--- src/rtl/core/tgc_pkg.sv ---
// Package: shared types, constants and codes of the touch gesture classifier.
package tgc_pkg;

	localparam int unsigned TIME_W  = 32;
	localparam int unsigned CFG_W   = 16;
	localparam int unsigned CFG_IDX_W = 2;
	localparam int unsigned TAP_W   = 2;

	localparam logic [TAP_W-1:0] TRIPLE_TAPS = TAP_W'(3);

	localparam logic [CFG_W-1:0] DEBOUNCE_RST  = CFG_W'(50);
	localparam logic [CFG_W-1:0] LONG_RST      = CFG_W'(800);
	localparam logic [CFG_W-1:0] WINDOW_RST    = CFG_W'(400);

	typedef enum logic [CFG_IDX_W-1:0] {
		CFG_DEBOUNCE = 2'd0,
		CFG_LONG     = 2'd1,
		CFG_WINDOW   = 2'd2
	} cfg_idx_t;

	typedef enum logic [2:0] {
		GEST_NONE   = 3'd0,
		GEST_SHORT  = 3'd1,
		GEST_DOUBLE = 3'd2,
		GEST_LONG   = 3'd3,
		GEST_TRIPLE = 3'd4
	} gesture_t;

	typedef struct packed {
		logic [CFG_W-1:0] debounce_time;
		logic [CFG_W-1:0] long_press_time;
		logic [CFG_W-1:0] multi_tap_window;
	} tgc_cfg_t;

	typedef struct packed {
		logic              last_raw;
		logic              pressed;
		logic [TIME_W-1:0] edge_time;
		logic [TIME_W-1:0] press_time;
		logic [TIME_W-1:0] release_time;
		logic              long_done;
		logic [TAP_W-1:0]  tap_count;
	} tgc_state_t;

endpackage

--- src/rtl/core/tgc_ifs.sv ---
// Interfaces: sample channel and gesture result channel.
interface tgc_sample_if;
	logic        valid;
	logic        ready;
	logic [31:0] now_ms;
	logic        raw_level;

	modport source (output valid, output now_ms, output raw_level, input ready);
	modport sink   (input valid, input now_ms, input raw_level, output ready);
endinterface

interface tgc_result_if;
	logic       valid;
	logic       ready;
	logic [2:0] gesture;

	modport source (output valid, output gesture, input ready);
	modport sink   (input valid, input gesture, output ready);
endinterface

--- src/rtl/core/touch_gesture_classifier_core.sv ---
// Top level: debounced touch input with tap, double, triple and long press detection.
// A result item passes through the input register, then the result register, and a stall
// on the result side can hold it in either.
// Throughput: one sample per cycle unless the result side stalls, limited by the single compute stage.
// A stalled result holds in the output register; the input stage keeps taking samples
// until it is full as well.
// Reset (arst_n low, async): config to 50/800/400 ms, all tracking state to zero.
module touch_gesture_classifier_core import tgc_pkg::*; (
	input  logic                 clk,
	input  logic                 arst_n,
	tgc_sample_if.sink           samples,
	tgc_result_if.source         results,
	input  logic                 cfg_we,
	input  logic [CFG_IDX_W-1:0] cfg_index,
	input  logic [CFG_W-1:0]     cfg_data
);

	// config registers
	tgc_cfg_t cfg_q;

	// tracking state, updated once per sample leaving the input stage
	tgc_state_t st_q;
	tgc_state_t st_nxt;

	// input stage
	logic              valid_s1;
	logic [TIME_W-1:0] now_s1;
	logic              raw_s1;

	// result register
	logic     res_valid_q;
	gesture_t res_gest_q;
	gesture_t gest_nxt;

	logic advance;

	// stage moves whenever the result register is empty or being drained
	assign advance       = !res_valid_q || results.ready;
	assign samples.ready = !valid_s1 || advance;

	assign results.valid   = res_valid_q;
	assign results.gesture = res_gest_q;

	always_ff @(posedge clk or negedge arst_n) begin
		if (!arst_n) begin
			cfg_q.debounce_time    <= DEBOUNCE_RST;
			cfg_q.long_press_time  <= LONG_RST;
			cfg_q.multi_tap_window <= WINDOW_RST;
		end else if (cfg_we) begin
			case (cfg_idx_t'(cfg_index))
				CFG_DEBOUNCE: cfg_q.debounce_time    <= cfg_data;
				CFG_LONG:     cfg_q.long_press_time  <= cfg_data;
				CFG_WINDOW:   cfg_q.multi_tap_window <= cfg_data;
				default:      ; // unmapped index: ignored
			endcase
		end
	end

	always_ff @(posedge clk or negedge arst_n) begin
		if (!arst_n) begin
			valid_s1 <= 1'b0;
		end else if (samples.ready) begin
			valid_s1 <= samples.valid;
		end
	end

	always_ff @(posedge clk) begin
		if (samples.valid && samples.ready) begin
			now_s1 <= samples.now_ms;
			raw_s1 <= samples.raw_level;
		end
	end

	tgc_step u_step (
		.cur       (st_q),
		.cfg       (cfg_q),
		.now_ms    (now_s1),
		.raw_level (raw_s1),
		.nxt       (st_nxt),
		.gesture   (gest_nxt)
	);

	// state commits exactly when the sample moves into the result register
	always_ff @(posedge clk or negedge arst_n) begin
		if (!arst_n) begin
			st_q <= '0;
		end else if (valid_s1 && advance) begin
			st_q <= st_nxt;
		end
	end

	always_ff @(posedge clk or negedge arst_n) begin
		if (!arst_n) begin
			res_valid_q <= 1'b0;
		end else if (advance) begin
			res_valid_q <= valid_s1;
		end
	end

	always_ff @(posedge clk) begin
		if (valid_s1 && advance) begin
			res_gest_q <= gest_nxt;
		end
	end

endmodule

--- src/rtl/core/tgc_step.sv ---
// Next-state and gesture logic for one sample.
module tgc_step import tgc_pkg::*; (
	input  tgc_state_t        cur,
	input  tgc_cfg_t          cfg,
	input  logic [TIME_W-1:0] now_ms,
	input  logic              raw_level,
	output tgc_state_t        nxt,
	output gesture_t          gesture
);

	logic              raw_edge;
	logic [TIME_W-1:0] edge_dt;
	logic [TIME_W-1:0] press_dt;
	logic [TIME_W-1:0] rel_dt;
	logic              deb_ok;
	logic              take;
	logic              press_now;
	logic              rel_count;
	logic              long_ok;
	logic              win_ok;
	tgc_state_t        mid;

	assign raw_edge = raw_level != cur.last_raw;
	assign edge_dt  = now_ms - cur.edge_time;
	assign press_dt = now_ms - cur.press_time;
	assign rel_dt   = now_ms - cur.release_time;

	// a fresh edge restarts the timer: elapsed time is zero
	assign deb_ok = raw_edge ? (cfg.debounce_time == '0)
	                         : (edge_dt >= {{(TIME_W-CFG_W){1'b0}}, cfg.debounce_time});
	assign take      = deb_ok && (raw_level != cur.pressed);
	assign press_now = take && raw_level;
	assign rel_count = take && !raw_level && !cur.long_done;

	assign long_ok = press_now ? (cfg.long_press_time == '0)
	                           : (press_dt >= {{(TIME_W-CFG_W){1'b0}}, cfg.long_press_time});
	assign win_ok  = rel_count ? (cfg.multi_tap_window == '0)
	                           : (rel_dt >= {{(TIME_W-CFG_W){1'b0}}, cfg.multi_tap_window});

	always_comb begin
		mid = cur;
		if (raw_edge) begin
			mid.last_raw  = raw_level;
			mid.edge_time = now_ms;
		end
		if (take) begin
			mid.pressed = raw_level;
		end
		if (press_now) begin
			mid.press_time = now_ms;
			mid.long_done  = 1'b0;
		end
		if (rel_count) begin
			mid.tap_count    = cur.tap_count + TAP_W'(1);
			mid.release_time = now_ms;
		end

		nxt     = mid;
		gesture = GEST_NONE;
		if (mid.pressed && !mid.long_done && long_ok) begin
			nxt.long_done = 1'b1;
			nxt.tap_count = '0;
			gesture       = GEST_LONG;
		end else if (mid.tap_count >= TRIPLE_TAPS) begin
			nxt.tap_count = '0;
			gesture       = GEST_TRIPLE;
		end else if (mid.tap_count != '0 && !mid.pressed && win_ok) begin
			nxt.tap_count = '0;
			gesture       = (mid.tap_count == TAP_W'(1)) ? GEST_SHORT : GEST_DOUBLE;
		end
	end

endmodule

--- src/flat_wrapper.sv ---
// flat-port wrapper written by rule: the top's interface ports become plain ports
module touch_gesture_classifier_core_flat import tgc_pkg::*;
  (clk, arst_n, cfg_we, cfg_index, cfg_data, samples_valid, samples_now_ms, samples_raw_level, samples_ready, results_valid, results_gesture, results_ready);
  tgc_sample_if samples_i ();
  tgc_result_if results_i ();
  input  logic clk;
  input  logic arst_n;
  input  logic cfg_we;
  input  logic [CFG_IDX_W-1:0] cfg_index;
  input  logic [CFG_W-1:0] cfg_data;
  input wire logic [$bits(samples_i.valid)-1:0] samples_valid;
  input wire logic [$bits(samples_i.now_ms)-1:0] samples_now_ms;
  input wire logic [$bits(samples_i.raw_level)-1:0] samples_raw_level;
  output wire logic [$bits(samples_i.ready)-1:0] samples_ready;
  output wire logic [$bits(results_i.valid)-1:0] results_valid;
  output wire logic [$bits(results_i.gesture)-1:0] results_gesture;
  input wire logic [$bits(results_i.ready)-1:0] results_ready;
  assign samples_i.valid = samples_valid;
  assign samples_i.now_ms = samples_now_ms;
  assign samples_i.raw_level = samples_raw_level;
  assign samples_ready = samples_i.ready;
  assign results_valid = results_i.valid;
  assign results_gesture = results_i.gesture;
  assign results_i.ready = results_ready;
  touch_gesture_classifier_core u_core (.clk(clk), .arst_n(arst_n), .samples(samples_i), .results(results_i), .cfg_we(cfg_we), .cfg_index(cfg_index), .cfg_data(cfg_data));
endmodule
--- config.mk ---
export PLATFORM = sky130hd
export DESIGN_NAME = touch_gesture_classifier_core_flat
export DESIGN_NICKNAME = d
export VERILOG_FILES = /design/src/rtl/core/tgc_pkg.sv /design/src/rtl/core/tgc_ifs.sv /design/src/rtl/core/touch_gesture_classifier_core.sv /design/src/rtl/core/tgc_step.sv /design/src/flat_wrapper.sv
export SDC_FILE = /design/constraint.sdc
export NUM_CORES = 1
export LEC_CHECK = 0
export BUFFER_PORTS_ARGS = -buffer_cell sky130_fd_sc_hd__buf_2
export CAP_MARGIN = 15
export CORE_MARGIN = 8
export CORE_UTILIZATION = 60
export CTS_BUF_LIST = sky130_fd_sc_hd__clkbuf_2
export DETAILED_ROUTE_END_ITERATION = 10
export PLACE_DENSITY = 0.78
export SLEW_MARGIN = 20
export SYNTH_ARGS = -nofsm -noshare
export SYNTH_HDL_FRONTEND = slang
export SYNTH_SLANG_ARGS = --single-unit
--- constraint.sdc ---
create_clock -name clk -period 5.73 [get_ports clk]
set_input_delay 0.573 -clock clk [delete_from_list [all_inputs] [get_ports clk]]
set_output_delay 0.573 -clock clk [all_outputs]
set_load 0.05 [all_outputs]
==> insert_results.sql, run 1 <==
INSERT INTO impl_metrics (metric_group, metric, value, unit) VALUES
('routing', 'avgViaCountPerCell', '6.08', ''),
('worst_setup_path', 'end_kind', 'register', ''),
('floorplan', 'floorplan.die_area', '28200', 'sq um'),
('routing', 'wirelength_met1', '15900', 'um'),
('floorplan', 'num_rows', '55', ''),
('power', 'ir_worst_vdd', '0.000260', 'V'),
('timing', 'setup_total_negative_slack', '0', 'ns'),
('floorplan', 'design.core.area', '22600', 'sq um'),
('routing', 'postRouteWirelength', '34900', 'um'),
('timing', 'timing.final.ws_setup', '0.300', 'ns'),
('cells_and_area', 'final_net_count', '1793', ''),
('routing', 'first_pass_iters', '7', ''),
('timing', 'rsz0062_at_grt', 'false', ''),
('synth', 'share_of_flip_flops_with_an_asynchronous_set_or_reset', '80.7', '%'),
('min_path', 'hold_path.startpoint', 'cfg_data[12]', ''),
('status', 'run_status', 'complete, no violations', ''),
('power', 'total_power', '7.67', 'mW'),
('synth', 'netlist.top_cell.by_area', 'sky130_fd_sc_hd__dfrtp_1', ''),
('floorplan', 'floorplan.die.height', '168', 'um'),
('routing', 'highest_layer', 'met4', ''),
('clocking', 'max-clock-path-buffers', '2', ''),
('cells_and_area', 'layout_common_cells', 'sky130_fd_sc_hd__inv_1, sky130_fd_sc_hd__dfrtp_1, sky130_fd_sc_hd__ha_1', ''),
('worst_setup_path', 'worst_setup_path_startpoint', 'u_core.now_s1[0]', ''),
('clocking', 'cts.reportedPaths.clkPinSlew', '0.30', 'ns'),
('worst_setup_path', 'path_class', 'reg -> reg', ''),
('clocking', 'cts_inserted_buffers', '17', ''),
('routing', 'met3RoutedLength', '2110', 'um'),
('min_path', 'hold_path_class', 'in -> reg', ''),
('global_route', 'initial_antenna_violation_count', '1', ''),
('global_route', 'grt_max_degree', '102', ''),
('synth', 'synthesis.instances', '1486', ''),
('place', 'pre_cts_setup_slack', '0.150', 'ns'),
('routing', 'drt-initial-drc-count', '685', ''),
('place', 'place_hpwl', '26900', 'um'),
('power', 'power-per-cell-area', '501', 'nW/um^2'),
('clocking', 'numClockSinks', '187', ''),
('floorplan', 'initial_utilization', '61.3', '%'),
('worst_setup_path', 'start_kind', 'register', ''),
('timing', 'final_min_period_over_clock_period', '94.8', '%'),
('clocking', 'htree_levels', '4', ''),
('global_route', 'number_of_global_route_vias_before_repair', '11100', ''),
('timing', 'finalClockSkew', '0.0529', 'ns'),
('routing', 'detail_route.drc_violations', '0', ''),
('power', 'p_leak', '6.99', 'nW'),
('clocking', 'clk_root_buffer_cell', 'sky130_fd_sc_hd__clkbuf_2', ''),
('cells_and_area', 'area_growth_syn_to_layout', '10.4', '%'),
('place', 'place.gp.congestion', '0.944', ''),
('place', 'post_dp_cell_area', '14500', 'sq um'),
('synth', 'leading_cell_types_by_total_area_after_synthesis', 'sky130_fd_sc_hd__dfrtp_1, sky130_fd_sc_hd__ha_1, sky130_fd_sc_hd__mux2_2', ''),
('timing', 'finalMaxSlewViolations', '0', ''),
('min_path', 'hold_end', 'u_core.cfg_q[44]', ''),
('cells_and_area', 'final_cell_area', '15300', 'sq um'),
('synth', 'synth_edf_count', '36', ''),
('timing', 'maxClockFrequency', '184', 'MHz'),
('place', 'io_buffers', '60', ''),
('worst_setup_path', 'timing.critical_path.arrival', '5.98', 'ns'),
('cells_and_area', 'fill_cells', '1829', ''),
('floorplan', 'io-pin-count', '61', ''),
('worst_setup_path', 'critical_path.max_fanout', '6', ''),
('synth', 'synth.net_count', '1686', ''),
('floorplan', 'horiz_die_dim', '168', 'um'),
('synth', 'synth_top_cell_area_share', '25.6', '%'),
('clocking', 'cts_tree', 'yes', ''),
('routing', 'antenna_violating_nets_post_route', '0', ''),
('global_route', 'grt_first_pass_wirelength', '55900', 'um'),
('timing', 'relSlewSlack', '35.3', '%'),
('synth', 'synth_seq_cells', '187', ''),
('clocking', 'clock_latency', '0.78', 'ns'),
('cells_and_area', 'postLayoutCoreUtil', '67.6', '%'),
('cells_and_area', 'final_layout_size_suffix_gt1_share', '16.0', '%'),
('worst_setup_path', 'r2r_cells', '22', '');
-- cells in the mapped netlist, types with 21 or more instances --
master                       n
sky130_fd_sc_hd__inv_1     169
sky130_fd_sc_hd__dfrtp_1   142
sky130_fd_sc_hd__ha_1      141
sky130_fd_sc_hd__mux2_2    114
sky130_fd_sc_hd__nand2_1   114
sky130_fd_sc_hd__a21oi_1    98
sky130_fd_sc_hd__nor2_1     88
sky130_fd_sc_hd__o21ai_0    86
sky130_fd_sc_hd__xnor2_1    43
sky130_fd_sc_hd__edfxtp_1   36
sky130_fd_sc_hd__nor3_1     26
sky130_fd_sc_hd__a21o_1     24
sky130_fd_sc_hd__nand2b_1   24
sky130_fd_sc_hd__nand4_1    23
sky130_fd_sc_hd__clkbuf_1   22
sky130_fd_sc_hd__nand3_1    21
sky130_fd_sc_hd__xor2_1     21
-- stage by stage --
stage / hold WS [ns] / instances
after floorplan: 0.277 / 1486
after global placement: 0.470 / 1810
after detailed placement: 0.481 / 1810
after CTS: 0.0323 / 1890
after global routing: 0.0307 / 1892
final: 0.111 / 1892
-- kinds of logic after synthesis --
family,after synthesis,share of synthesized area [%]
muxes,134,10.8
xor gates and xnor gates,64,4.04
and+or+nand+nor,374,13.4
buffers and inverters,207,5.94
DFF,187,35.1
AOI/OAI and AO/OA,376,17.5
adders and majority gates,144,13.2
-- where the power goes --
group          leakage [nW]  internal [mW]  switching (mW)
registers              2.15           1.77           0.261
logic                  4.66           2.10            2.77
clock network         0.172          0.266           0.510
total                  6.99           4.13            3.54
-- sequential cells by signal, indices dropped and copies added (netlist names) --
register                cells
u_core.now_s1              32
u_core.results.valid        1
u_core.raw_s1               1
u_core.cfg_q               48
u_core.valid_s1             1
u_core.st_q               101
u_core.results.gesture      3
-- layer usage --
layer  vias up  global-route usage [%]
li1       5584                       -
met1      5543                    32.5
met2       325                    40.5
met3        51                    5.24
met4         0                    6.52
met5         -                       0
-- critical path, cell delays in order, from the launching register on --
cell,delay (ns)
sky130_fd_sc_hd__edfxtp_1,0.45
sky130_fd_sc_hd__inv_1,0.17
sky130_fd_sc_hd__ha_1,0.26
sky130_fd_sc_hd__inv_1,0.08
sky130_fd_sc_hd__fa_1,0.46
sky130_fd_sc_hd__a211oi_1,0.28
sky130_fd_sc_hd__o21ai_0,0.23
sky130_fd_sc_hd__a31oi_1,0.52
sky130_fd_sc_hd__nor2_1,0.10
sky130_fd_sc_hd__xor2_1,0.17
sky130_fd_sc_hd__ha_1,0.29
sky130_fd_sc_hd__nor2b_1,0.13
sky130_fd_sc_hd__o21ai_0,0.30
sky130_fd_sc_hd__nand4_1,0.15
sky130_fd_sc_hd__a211oi_1,0.27
sky130_fd_sc_hd__nand4_1,0.13
sky130_fd_sc_hd__nor3_1,0.24
sky130_fd_sc_hd__nand4_1,0.13
sky130_fd_sc_hd__nor4b_1,0.30
sky130_fd_sc_hd__buf_4,0.23
sky130_fd_sc_hd__a21oi_1,0.05
sky130_fd_sc_hd__o21ai_1,0.17
sky130_fd_sc_hd__o21ai_0,0.12
-- repair_timing --
action	CTS	global route
buffers inserted	0	1
endpoints found under the setup margin	0	64
hold endpoints to repair	137	0
gates resized for setup	0	6
hold buffers	48	0
-- cell type report --
class | count | area (sq um) | area share [%]
clock inverters | 15 | 203 | 1.32
repair buffers | 126 | 947 | 6.19
clock buffers | 17 | 85.1 | 0.556
multi-input cells | 1092 | 8210 | 53.6
diodes | 1 | 2.50 | 0.0163
inverters | 169 | 634 | 4.14
well taps | 285 | 357 | 2.33
flip-flops and latches | 187 | 4870 | 31.8
-- worst max-delay path by stage --
| stage | end | slack [ns] | cells past startpoint |
|---|---|---|---|
| 4_1_cts | u_core.st_q[1] | 0.14 | 21 |
| 5_1_grt | u_core.st_q[1] | 0.02 | 22 |
| 3_5_place_dp | u_core.st_q[1] | 0.15 | 21 |
| 6_report | u_core.results.gesture[1] | 0.30 | 22 |
| 2_1_floorplan | u_core.st_q[1] | 0.65 | 20 |
| 3_3_place_gp | u_core.st_q[1] | 0.34 | 21 |
Note: power is estimated with default switching activity, not from simulation.
==> run 2: changes to the inputs <==
Settings changed: ABC_AREA set to 1, CORE_MARGIN 8 to unset, SYNTH_HIERARCHICAL set to 1.
==> run 2 against run 1 <==
Clock skew rose by 0.027 ns. Critical path depth is 4 higher. Clock-buffer cell count did not move. Fmax grew 18%. Sequential power hardly changed. Total power increased by 5.5%. Via count rose by 47%. Die area is 0.41% higher. Worst setup slack better by 0.81 ns. Non-clock buffer count down 4. Highest routed layer unchanged.
==> insert_results.sql, run 2 <==
INSERT INTO impl_metrics (metric_group, metric, value, unit) VALUES
('synth', 'synth_seq_cells', '187', ''),
('run', 'cap_viol_max_count', '0', ''),
('worst_setup_path', 'timing.critical_path.arrival', '5.40', 'ns'),
('cells_and_area', 'number_of_standard_cells_in_the_layout_taps_in_and_fillers_out', '2985', ''),
('status', 'run_status', 'complete, no violations', ''),
('global_route', 'initial_antenna_violation_count', '1', ''),
('floorplan', 'io-pin-count', '61', ''),
('synth', 'yosysSeqAreaShare', '29.3', '%'),
('place', 'place.gp.congestion', '1.03', ''),
('cells_and_area', 'multi_input_gate_area', '9830', 'sq um'),
('clocking', 'cts.reportedPaths.clkPinSlew', '0.36', 'ns'),
('timing', 'setup_viol', '0', ''),
('worst_setup_path', 'r2r_cells', '26', ''),
('routing', 'avgViaCountPerCell', '5.68', ''),
('synth', 'share_of_flip_flops_with_an_asynchronous_set_or_reset', '80.7', '%'),
('floorplan', 'num_rows', '60', ''),
('routing', 'first_pass_iters', '5', ''),
('place', 'place_hpwl', '39100', 'um'),
('synth', 'most_instantiated_library_cell_after_synthesis', 'sky130_fd_sc_hd__nand2_1', ''),
('synth', 'netlist-cell-type-count', '46', ''),
('synth', 'synth_top_cell_area_share', '21.4', '%'),
('worst_setup_path', 'critical_path.max_fanout', '69', ''),
('worst_setup_path', 'path_class', 'reg -> reg', ''),
('clocking', 'clk_root_buffer_cell', 'sky130_fd_sc_hd__clkbuf_2', ''),
('timing', 'timing.final.ws_setup', '1.11', 'ns'),
('clocking', 'cts_tree', 'yes', ''),
('clocking', 'numClockSinks', '187', ''),
('timing', 'rsz0062_at_grt', 'false', ''),
('timing', 'maxClockFrequency', '216', 'MHz'),
('timing', 'final_period_minus_worst_setup_slack', '4.62', 'ns'),
('place', 'io_buffers', '60', ''),
('timing', 'setup_total_negative_slack', '0', 'ns'),
('global_route', 'gr-total-overflow', '0', ''),
('clocking', 'clock_latency', '0.87', 'ns'),
('global_route', 'grt_first_pass_wirelength', '81000', 'um'),
('worst_setup_path', 'worst-endpoint-required', '6.50', 'ns'),
('synth', 'synthesis.area', '16600', 'sq um'),
('synth', 'number_of_warnings_printed_during_yosys_synthesis', '6', ''),
('synth', 'postSynth.topFlopCell', 'sky130_fd_sc_hd__dfrtp_1', ''),
('worst_setup_path', 'rr_startpoint', 'u_core/now_s1[1]', ''),
('routing', 'vias', '17000', ''),
('cells_and_area', 'seq_area', '4870', 'sq um'),
('place', 'dp.cells', '2899', ''),
('worst_setup_path', 'end_kind', 'register', ''),
('clocking', 'cts_resized', '0', ''),
('clocking', 'htree_levels', '4', ''),
('synth', 'synth.net_count', '2759', ''),
('cells_and_area', 'largest_reg_flops', '101', ''),
('timing', 'final_min_period_over_clock_period', '80.7', '%'),
('worst_setup_path', 'start_kind', 'register', ''),
('timing', 'relSlewSlack', '29.7', '%'),
('power', 'ir_worst_vdd', '0.000262', 'V'),
('worst_setup_path', 'worst_setup_path_startpoint', 'u_core/now_s1[1]', ''),
('cells_and_area', 'layout_common_cells', 'sky130_fd_sc_hd__nand2_1, sky130_fd_sc_hd__inv_1, sky130_fd_sc_hd__nand3_1', ''),
('min_path', 'holdPathStages', '4', ''),
('power', 'p_leak', '9.58', 'nW'),
('min_path', 'hold_path_class', 'in -> reg', ''),
('power', 'power-per-cell-area', '453', 'nW/um^2'),
('routing', 'postRouteWirelength', '51100', 'um'),
('timing', 'finalClockSkew', '0.0794', 'ns'),
('synth', 'synthesis.instances', '2557', ''),
('power', 'total_power', '8.09', 'mW'),
('floorplan', 'horiz_die_dim', '168', 'um'),
('cells_and_area', 'final_layout_size_suffix_gt1_share', '5.56', '%'),
('cells_and_area', 'fill_cells', '2472', ''),
('synth', 'synth_edf_count', '36', ''),
('routing', 'wl_per_cell', '17.1', 'um'),
('global_route', 'grt_max_degree', '92', ''),
('floorplan', 'initial_utilization', '61.5', '%'),
('clocking', 'post-cts-setup-buffers', '0', ''),
('synth', 'synth_top_cells_by_count', 'sky130_fd_sc_hd__nand2_1, sky130_fd_sc_hd__inv_1, sky130_fd_sc_hd__nand3_1', ''),
('routing', 'detail_route.drc_violations', '0', ''),
('global_route', 'grt_usage', '36.5', '%'),
('cells_and_area', 'final_net_count', '2831', ''),
('cells_and_area', 'area_growth_syn_to_layout', '7.57', '%'),
('floorplan', 'design.core.area', '27000', 'sq um'),
('clocking', 'cts_inserted_buffers', '17', ''),
('synth', 'leading_cell_types_by_total_area_after_synthesis', 'sky130_fd_sc_hd__dfrtp_1, sky130_fd_sc_hd__nand2_1, sky130_fd_sc_hd__ha_1', ''),
('cells_and_area', 'most_common_cell_after_layout_fill_and_taps_aside', 'sky130_fd_sc_hd__nand2_1', ''),
('clocking', 'max-clock-path-buffers', '2', ''),
('floorplan', 'floorplan.die_area', '28400', 'sq um'),
('place', 'pre_cts_setup_slack', '1.27', 'ns'),
('floorplan', 'floorplan.die.height', '168', 'um'),
('global_route', 'number_of_global_route_vias_before_repair', '16000', ''),
('routing', 'antenna_violating_nets_post_route', '0', ''),
('min_path', 'hold_path.startpoint', 'results_ready', ''),
('timing', 'finalMaxSlewViolations', '0', ''),
('synth', 'netlist.top_cell.by_area', 'sky130_fd_sc_hd__dfrtp_1', ''),
('synth', 'mean_post_synth_cell_area', '6.50', 'sq um'),
('timing', 'final_hold_viol_count', '0', ''),
('cells_and_area', 'reg_top3', 'u_core/st_q (101), u_core/cfg_q (48), u_core/now_s1 (32)', ''),
('cells_and_area', 'max_flop_register', 'u_core/st_q', ''),
('clocking', 'post_cts_hold_fix_bufs', '52', ''),
('routing', 'drt-initial-drc-count', '1718', ''),
('timing', 'timing_worst_slew_pin_value', '1.06', 'ns');
==> run 2: cell count changes after synthesis, moves of 22 or more <==
cell                       previous run  this run
sky130_fd_sc_hd__a21oi_1             98       120
sky130_fd_sc_hd__buf_2               10        39
sky130_fd_sc_hd__inv_1              169       409
sky130_fd_sc_hd__mux2_2             114         0
sky130_fd_sc_hd__nand2_1            114       890
sky130_fd_sc_hd__nand2b_1            24         0
sky130_fd_sc_hd__nand3_1             21       199
sky130_fd_sc_hd__nand4_1             23        67
sky130_fd_sc_hd__nor2_1              88       145
sky130_fd_sc_hd__o21ai_0             86       151
sky130_fd_sc_hd__xnor2_1             43         9
sky130_fd_sc_hd__xor2_1              21        51
==> run 2: metrics by stage <==
step           utilization, %  hold WS [ns]  cell area, sq um
5_1_grt                  66.1        0.0209             17900
2_1_floorplan               -         0.277             16600
4_1_cts                  66.1        0.0172             17900
3_3_place_gp             63.1         0.453             17100
3_5_place_dp             63.1         0.459             17100
6_report                 66.1        0.0804             17900
==> run 2: per-layer routing <==
metal / up-vias / GRT usage [%] / part of all wire, %
li1: 8312 / - / -
met5: - / 0 / 0
met3: 100 / 7.59 / 9.0
met4: 0 / 13.4 / 3.2
met2: 739 / 59.9 / 46
met1: 7814 / 47.4 / 42
==> run 2: cell type report <==
class	count	area share [%]
sequential	187	27.3
inverter	412	8.66
timing repair buffer	122	5.05
tap	341	2.39
clock buffer	17	0.476
clock inverter	15	1.11
multi-input combinational	1889	55.0
antenna	2	0.0280
==> run 2: final timing paths <==
kind                       slack [ns]                   end
hold reg to reg                  0.49      u_core/cfg_q[25]
setup / recovery                 1.11        u_core/st_q[0]
min in group asynchronous        0.25       u_core/st_q[74]
max in group asynchronous        4.35      u_core/cfg_q[36]
hold / removal                   0.08  u_core/results.valid
setup reg to reg                 1.11        u_core/st_q[0]
==> run 2: cell families after synthesis <==
logic type / share of synthesized area (%)
DFF: 29.3
adders and majority gates: 11.1
buffers and inverters: 11.6
xor gates and xnor gates: 3.26
AOI/OAI and AO/OA: 9.69
and+or+nand+nor: 35.0
==> run 2: power by group <==
group	internal, mW	switching, mW
Sequential	1.72	0.319
Combinational	1.82	3.47
Clock	0.162	0.605
Total	3.70	4.39
==> run 2: critical path, stage by stage (launching register included) <==
cell and delay [ns]:
sky130_fd_sc_hd__edfxtp_1 0.69, sky130_fd_sc_hd__inv_1 0.16, sky130_fd_sc_hd__fa_1 0.45, sky130_fd_sc_hd__inv_1 0.12, sky130_fd_sc_hd__nand2_1 0.06, sky130_fd_sc_hd__nand3_1 0.14
sky130_fd_sc_hd__nand2_1 0.07, sky130_fd_sc_hd__nand2_1 0.13, sky130_fd_sc_hd__xor2_1 0.25, sky130_fd_sc_hd__ha_1 0.29, sky130_fd_sc_hd__nand2_1 0.06, sky130_fd_sc_hd__o21ai_0 0.08
sky130_fd_sc_hd__nor2_1 0.11, sky130_fd_sc_hd__nand2_1 0.05, sky130_fd_sc_hd__nor2_1 0.08, sky130_fd_sc_hd__nand3_1 0.07, sky130_fd_sc_hd__nor2_1 0.10, sky130_fd_sc_hd__nand2_1 0.09
sky130_fd_sc_hd__nand2_2 0.11, sky130_fd_sc_hd__nand2_4 0.09, sky130_fd_sc_hd__nand2_4 0.52, sky130_fd_sc_hd__o21ai_0 0.31, sky130_fd_sc_hd__inv_1 0.14, sky130_fd_sc_hd__o211ai_1 0.09
sky130_fd_sc_hd__nor2_1 0.10, sky130_fd_sc_hd__nand3_1 0.07, sky130_fd_sc_hd__nand2_1 0.11
